[src/rtl/spq_pkg.sv]
package spq_pkg;

   localparam int DEF_CAPACITY   = 16;
   localparam int DEF_DATA_WIDTH = 32;
   localparam int VALUE_WIDTH    = 32;
   localparam int COUNT_WIDTH    = 5;
   localparam int EXT_WIDTH      = 64;

   typedef enum logic [1:0] {
      OP_INSERT = 2'd0,
      OP_REMOVE = 2'd1,
      OP_PEEK   = 2'd2,
      OP_NOP    = 2'd3
   } opcode_type;

   typedef enum logic [1:0] {
      ST_OK    = 2'd0,
      ST_EMPTY = 2'd1,
      ST_FULL  = 2'd2
   } status_type;

   typedef struct packed {
      opcode_type                     opcode;
      logic signed [VALUE_WIDTH-1:0]  value_in;
   } spq_req_type;

   typedef struct packed {
      status_type                     status;
      logic signed [VALUE_WIDTH-1:0]  value_out;
      logic [COUNT_WIDTH-1:0]         count;
   } spq_rsp_type;

   // broadcast to every cell of the chain
   typedef struct packed {
      logic ins;
      logic rem;
   } spq_cmd_type;

endpackage

[src/rtl/spq_cell.sv]
module spq_cell
   import spq_pkg::*;
#(
   parameter int DATA_WIDTH = DEF_DATA_WIDTH
)(
   input  logic                  clock,
   input  spq_cmd_type           cmd,
   input  logic [DATA_WIDTH-1:0] ins_value,
   input  logic                  occupied,
   input  logic                  left_take,
   input  logic [DATA_WIDTH-1:0] left_value,
   input  logic [DATA_WIDTH-1:0] right_value,
   output logic                  take,
   output logic [DATA_WIDTH-1:0] value
);

   logic [DATA_WIDTH-1:0] value_ff;
   logic [DATA_WIDTH-1:0] value_in;

   // the new value belongs here or further left when it is not below this entry or this cell is empty
   assign take  = !occupied || ($signed(ins_value) >= $signed(value_ff));
   assign value = value_ff;

   always_comb begin
      value_in = value_ff;
      if (cmd.ins) begin
         if (left_take) begin
            value_in = left_value;
         end else if (take) begin
            value_in = ins_value;
         end
      end else if (cmd.rem) begin
         value_in = right_value;
      end
   end

   always_ff @(posedge clock) begin
      value_ff <= value_in;
   end

endmodule

[src/rtl/spq_rsp_buf.sv]
module spq_rsp_buf
   import spq_pkg::*;
(
   input  logic        clock,
   input  logic        reset,
   input  logic        push,
   input  spq_rsp_type push_data,
   output logic        full,
   output logic        rsp_valid,
   input  logic        rsp_ready,
   output spq_rsp_type rsp_payload
);

   logic [1:0]  occ_ff, occ_in;
   spq_rsp_type head_ff, head_in;
   spq_rsp_type skid_ff, skid_in;
   logic        pop;

   assign pop         = rsp_valid && rsp_ready;
   assign full        = (occ_ff == 2'd2);
   assign rsp_valid   = (occ_ff != 2'd0);
   assign rsp_payload = head_ff;

   always_comb begin
      occ_in  = occ_ff;
      head_in = head_ff;
      skid_in = skid_ff;
      unique case ({push, pop})
         2'b10: begin
            if (occ_ff == 2'd0) begin
               head_in = push_data;
            end else begin
               skid_in = push_data;
            end
            occ_in = occ_ff + 2'd1;
         end
         2'b01: begin
            head_in = skid_ff;
            occ_in  = occ_ff - 2'd1;
         end
         2'b11: begin
            if (occ_ff == 2'd1) begin
               head_in = push_data;
            end else begin
               head_in = skid_ff;
               skid_in = push_data;
            end
         end
         default: begin
         end
      endcase
   end

   always_ff @(posedge clock) begin
      if (reset) begin
         occ_ff <= 2'd0;
      end else begin
         occ_ff <= occ_in;
      end
      head_ff <= head_in;
      skid_ff <= skid_in;
   end

endmodule

[src/rtl/sorted_priority_queue_core.sv]
// channel   direction   handshake              payload
// req_      in          req_valid / req_ready  spq_req_type (opcode, value_in)
// rsp_      out         rsp_valid / rsp_ready  spq_rsp_type (status, value_out, count)
//
// one transaction per cycle while req_ready is high; its response is registered in the response buffer on acceptance.
// the chain of cells compares every entry with the new value in the same cycle.
// a two-entry response buffer keeps accepting while fewer than two responses wait.
// reset clears the count and the response buffer; stored entries need no clearing.
// req_ready falls only while both response slots are occupied.
module sorted_priority_queue_core
   import spq_pkg::*;
#(
   parameter int CAPACITY   = DEF_CAPACITY,
   parameter int DATA_WIDTH = DEF_DATA_WIDTH
)(
   input  logic        clock,
   input  logic        reset,
   input  logic        req_valid,
   output logic        req_ready,
   input  spq_req_type req_payload,
   output logic        rsp_valid,
   input  logic        rsp_ready,
   output spq_rsp_type rsp_payload
);

   localparam int CW = $clog2(CAPACITY + 1);

   logic [CW-1:0]                 count_ff, count_in;
   logic                          req_fire;
   logic                          is_full, is_empty;
   logic                          buf_full;
   spq_cmd_type                   cmd;
   spq_rsp_type                   rsp_data;
   logic signed [EXT_WIDTH-1:0]   ext_in;
   logic signed [EXT_WIDTH-1:0]   ext_head;
   logic [DATA_WIDTH-1:0]         ins_value;
   logic [DATA_WIDTH-1:0]         cell_value [CAPACITY];
   logic                          cell_take  [CAPACITY];

   assign req_ready = !buf_full;
   assign req_fire  = req_valid && req_ready;
   assign is_full   = (count_ff == CW'(CAPACITY));
   assign is_empty  = (count_ff == '0);

   assign ext_in    = EXT_WIDTH'(req_payload.value_in);
   assign ins_value = ext_in[DATA_WIDTH-1:0];
   assign ext_head  = EXT_WIDTH'($signed(cell_value[0]));

   always_comb begin
      cmd                = '0;
      count_in           = count_ff;
      rsp_data.status    = ST_OK;
      rsp_data.value_out = '0;
      unique case (req_payload.opcode)
         OP_INSERT: begin
            if (is_full) begin
               rsp_data.status = ST_FULL;
            end else begin
               cmd.ins  = req_fire;
               count_in = count_ff + 1'b1;
            end
         end
         OP_REMOVE, OP_PEEK: begin
            if (is_empty) begin
               rsp_data.status = ST_EMPTY;
            end else begin
               rsp_data.value_out = ext_head[VALUE_WIDTH-1:0];
               if (req_payload.opcode == OP_REMOVE) begin
                  cmd.rem  = req_fire;
                  count_in = count_ff - 1'b1;
               end
            end
         end
         OP_NOP: begin
         end
         default: begin
         end
      endcase
      rsp_data.count = COUNT_WIDTH'(count_in);
   end

   always_ff @(posedge clock) begin
      if (reset) begin
         count_ff <= '0;
      end else if (req_fire) begin
         count_ff <= count_in;
      end
   end

   for (genvar i = 0; i < CAPACITY; i++) begin : g_cell
      logic                  left_take;
      logic [DATA_WIDTH-1:0] left_value;
      logic [DATA_WIDTH-1:0] right_value;

      if (i == 0) begin : g_first
         assign left_take  = 1'b0;
         assign left_value = '0;
      end else begin : g_mid
         assign left_take  = cell_take[i-1];
         assign left_value = cell_value[i-1];
      end

      if (i == CAPACITY - 1) begin : g_last
         assign right_value = '0;
      end else begin : g_inner
         assign right_value = cell_value[i+1];
      end

      spq_cell #(
         .DATA_WIDTH (DATA_WIDTH)
      ) u_cell (
         .clock       (clock),
         .cmd         (cmd),
         .ins_value   (ins_value),
         .occupied    (CW'(i) < count_ff),
         .left_take   (left_take),
         .left_value  (left_value),
         .right_value (right_value),
         .take        (cell_take[i]),
         .value       (cell_value[i])
      );
   end

   spq_rsp_buf u_rsp_buf (
      .clock       (clock),
      .reset       (reset),
      .push        (req_fire),
      .push_data   (rsp_data),
      .full        (buf_full),
      .rsp_valid   (rsp_valid),
      .rsp_ready   (rsp_ready),
      .rsp_payload (rsp_payload)
   );

   a_count_bound: assert property (@(posedge clock) disable iff (reset)
      count_ff <= CW'(CAPACITY))
      else $error("held count above capacity");

   a_insert_count: assert property (@(posedge clock) disable iff (reset)
      cmd.ins |=> count_ff == CW'($past(count_ff) + 1'b1))
      else $error("insert did not advance the count");

   a_head_order: assert property (@(posedge clock) disable iff (reset)
      count_ff >= CW'(2) |-> $signed(cell_value[0]) >= $signed(cell_value[1]))
      else $error("head entry below its neighbour");

   a_full_count: assert property (@(posedge clock) disable iff (reset)
      rsp_valid && rsp_payload.status == ST_FULL
         |-> rsp_payload.count == COUNT_WIDTH'(CAPACITY))
      else $error("full status with a count below capacity");

endmodule

[config.mk]
export PLATFORM = sky130hd
export DESIGN_NAME = sorted_priority_queue_core
export DESIGN_NICKNAME = d
export VERILOG_FILES = /design/src/rtl/spq_pkg.sv /design/src/rtl/spq_cell.sv /design/src/rtl/spq_rsp_buf.sv /design/src/rtl/sorted_priority_queue_core.sv
export SDC_FILE = /design/constraint.sdc
export NUM_CORES = 2
export LEC_CHECK = 0
export BUFFER_PORTS_ARGS = -buffer_cell sky130_fd_sc_hd__buf_2
export CAP_MARGIN = 15
export CORE_ASPECT_RATIO = 0.6
export CORE_UTILIZATION = 55
export CTS_CLUSTER_SIZE = 28
export DETAILED_ROUTE_END_ITERATION = 8
export PLACE_DENSITY_LB_ADDON = 0.12
export SLEW_MARGIN = 20
export SYNTH_ARGS = -nofsm -noshare
export SYNTH_HDL_FRONTEND = slang
export SYNTH_SLANG_ARGS = --single-unit
[constraint.sdc]
create_clock -name clock -period 12.5 [get_ports clock]
set_input_delay 0.625 -clock clock [delete_from_list [all_inputs] [get_ports clock]]
set_output_delay 0.625 -clock clock [all_outputs]
set_load 0.1 [all_outputs]
==> results.md <==
- Status: complete, no violations
- Critical Path End Type: register
- GPL Wtd Cong: roughly 0.91
- Die area: ~77000 µm²
- Routed wire length: around 130000 µm
- CP max stage delay: 810 ps
- CTS tree: built
- Post-synthesis sequential area ratio: 42.8%
- I/O Buffers: 78
- EDFF count, synth: 590
- Synth warn: 0
- Cell Area, Synth: 41800 µm²
- VDD IR max: about 0.00021 V
- Multiplexer share of the synthesized area: under 10%
- Combinational family with the most area after synthesis: adder cells
- Half-perimeter wire length after placement: slightly above 90000 µm
- Slowest-stage cell, CP: buf_4
- Vias: 33200
- Largest net degree at the start of global routing: slightly above 200
- Pre-antenna DRT Iters: 6
- Class of the worst hold path: in -> reg
- Synth Area in Compound Gates: about 15%
- Pleak: 18.6 nW
- Die W: between 300 and 400 µm
- CORE AREA: between 70000 and 80000 µm²
- Drt wl/cell: ~24 µm
- Hold_buf cts: 0
- Crit Path Max Fanout: slightly below 90
- Setup TNS Final: 0 ps
- CTS max path bufs: 3
- Boundary Pins: 79
- Layout cells sized above 1: under 10%
- Synth Area in Simple Gates: 11.3%
- Fin util: 60.5%
- CTS Sinks: 597
- CP arrival: 5670 ps
- Fin crit share: 41.6%
- Final Critical Period: approximately 5200 ps
- Crit-path cells: inv_1 > ha_1 > nand3_1 > nand2_1 > nor2_4 > buf_4 > buf_4 > nand2_1 > o221ai_1
- WS Path Type: reg -> reg
- Die H: 215 µm
- Fin Hold WS: ~240 ps
- Req. time, crit path: 12970 ps
- # H-tree levels: 2
- Worst Tran Pin Value: around 1100 ps
- Synth Area in Adders: between 10% and 20%
- TritonCTS buffer count: 60
- Worst slew margin: between 20% and 30%
- Total design power: around 0.0064 W
- Initial DRC Count: approximately 4400
- Final Hold Fails: 0
- Clk Tree Root Cell: clkbuf_16
- Starting Density: between 50% and 60%
- GRT Residual Overflow: 0
- Asr flop ratio synth: 0%
- Syn_area_per_cell: between 9 and 10 µm²
- Row count: between 70 and 80
- Worst-case clock skew: 28.5 ps
- Drc violations: 0
- GRT Overall Usage: around 32%
- Max-slew violations: 0
- Area Overhead vs Synth: 7.72%
- Vias in the first global route: 30600
- Seq cells post-synth: 597
- Post-synth cell types: just under 70
- DR vias/cell: around 6.4
- First-pass GRT wire length: approximately 190000 µm
- PD cells: ~140 nW/µm²
- RSZ-0062 raised after global routing: false
- Design Area, Final: 45000 µm²
- Mapped Cells: roughly 4200
- Fmax: just under 0.2 GHz
- Post-CTS Setup Bufs: 0
- Clk_lat worst skew: 660 ps
- Post-CTS Resized: 0
- Syn nets: 4742
- CTS clk-pin slew, worst paths: around 70 ps
- Top_reg_cell synth: edfxtp_1
- Setup violations, final: 0
- Post-DRT Antenna Nets: 0
- Nets: 4715
- Placed inst area: around 43000 µm²
- Critical path launch point type: register
- XOR/XNOR share of the synthesized area: less than 1%
- Initial antenna violation count: 1
- Max-cap check violation count: 0
[layout by cell type (no fill, tap or decap), types with 62 or more instances in the layout]
cell type  Yosys  layout
edfxtp_1     590     590
inv_1        532     532
ha_1         524     524
a21oi_1      359     353
nand2_1      331     328
mux2i_1      292     289
nand3_1      225     225
o21ai_0      206     205
o221ai_1     187     187
nor2_1       169     163
nand4_1      102     102
buf_2         29      78
buf_4         14      70
clkbuf_16      0      62
[cell usage after synthesis (24+ instances only)]
library cell  instances  area, µm²
edfxtp_1            590      17700
inv_1               532       2000
ha_1                524       6560
a21oi_1             359       1800
nand2_1             331       1240
mux2i_1             292       2920
nand3_1             225       1130
o21ai_0             206       1030
o221ai_1            187       1640
nor2_1              169        634
clkbuf_1            137        514
nand4_1             102        638
a21o_1               44        330
a22o_1               36        315
and2_1               36        225
nor3_1               35        175
o211ai_1             34        255
o21ai_1              32        160
buf_6                30        338
buf_2                29        145
buf_1                24       90.1
[state kept, by name, summed over array words and instances (netlist names)]
register and cells:
u_rsp_buf.skid_ff 39, g_cell.u_cell.value 512, u_rsp_buf.occ_ff 2, u_rsp_buf.rsp_payload 39
count_ff 5
[worst paths after layout]
kind         cells past startpoint                               endpoint  slack [ps]                            start
max                              9  g_cell[11].u_cell.value[23]$_DFFE_PP_        7300         count_ff[1]$_SDFFE_PP0P_
min                              2               count_ff[1]$_SDFFE_PP0P_         240                            reset
max reg2reg                      9  g_cell[11].u_cell.value[23]$_DFFE_PP_        7300         count_ff[1]$_SDFFE_PP0P_
min reg2reg                      1    u_rsp_buf.rsp_payload[12]$_DFFE_PP_         530  u_rsp_buf.skid_ff[12]$_DFFE_PP_
[worst max-delay path, delay by kind of cell, from the launching register on]
family	cells	cell delay [ps]
DFF	1	530
adders and majority gates	1	300
AOI/OAI and AO/OA	1	390
and+or+nand+nor	4	1930
buffers and inverters	3	1730
[power by group]
| part | internal (W) | switching [W] |
|---|---|---|
| Clock | 0.00105 | 0.000859 |
| Sequential | 0.00256 | 0.000151 |
| Combinational | 0.000468 | 0.00130 |
| Total | 0.00407 | 0.00231 |
[final cells by class]
cell class,count,area [µm²]
Fill cell,6412,29400
Tap cell,987,1230
Timing Repair Buffer,151,983
Clock inverter,44,413
Multi-Input combinational cell,2811,20900
Antenna cell,2,5.00
Clock buffer,69,1580
Sequential cell,597,17900
Inverter,532,2000
[routing by layer]
| layer | vias up | wire (µm) | track usage [%] |
|---|---|---|---|
| li1 | 15400 | - | - |
| met1 | 15900 | 60300 | 53.4 |
| met2 | 1777 | 47900 | 41.9 |
| met3 | 129 | 14800 | 5.90 |
| met4 | 0 | 2290 | 6.88 |
| met5 | - | 0 | 0 |
[through the flow]
stage	std cells	setup WS, ps
6_report	5193	7300
5_1_grt	5192	7140
3_3_place_gp	5077	7700
3_5_place_dp	5077	7580
4_1_cts	5190	7550
2_1_floorplan	4180	7520
[kinds of logic (layout without fill, tap and decap cells)]
kind of cell	after synthesis	in the layout
multiplexers	299	299
AO/OA/AOI/OAI	989	989
adder cells (fa/ha/maj)	524	524
other	0	2
flip-flops	597	597
XOR/XNOR	3	3
buffers and inverters	772	796
AND/OR/NAND/NOR	996	996
No activity file was read; power rests on OpenSTA's default activity.
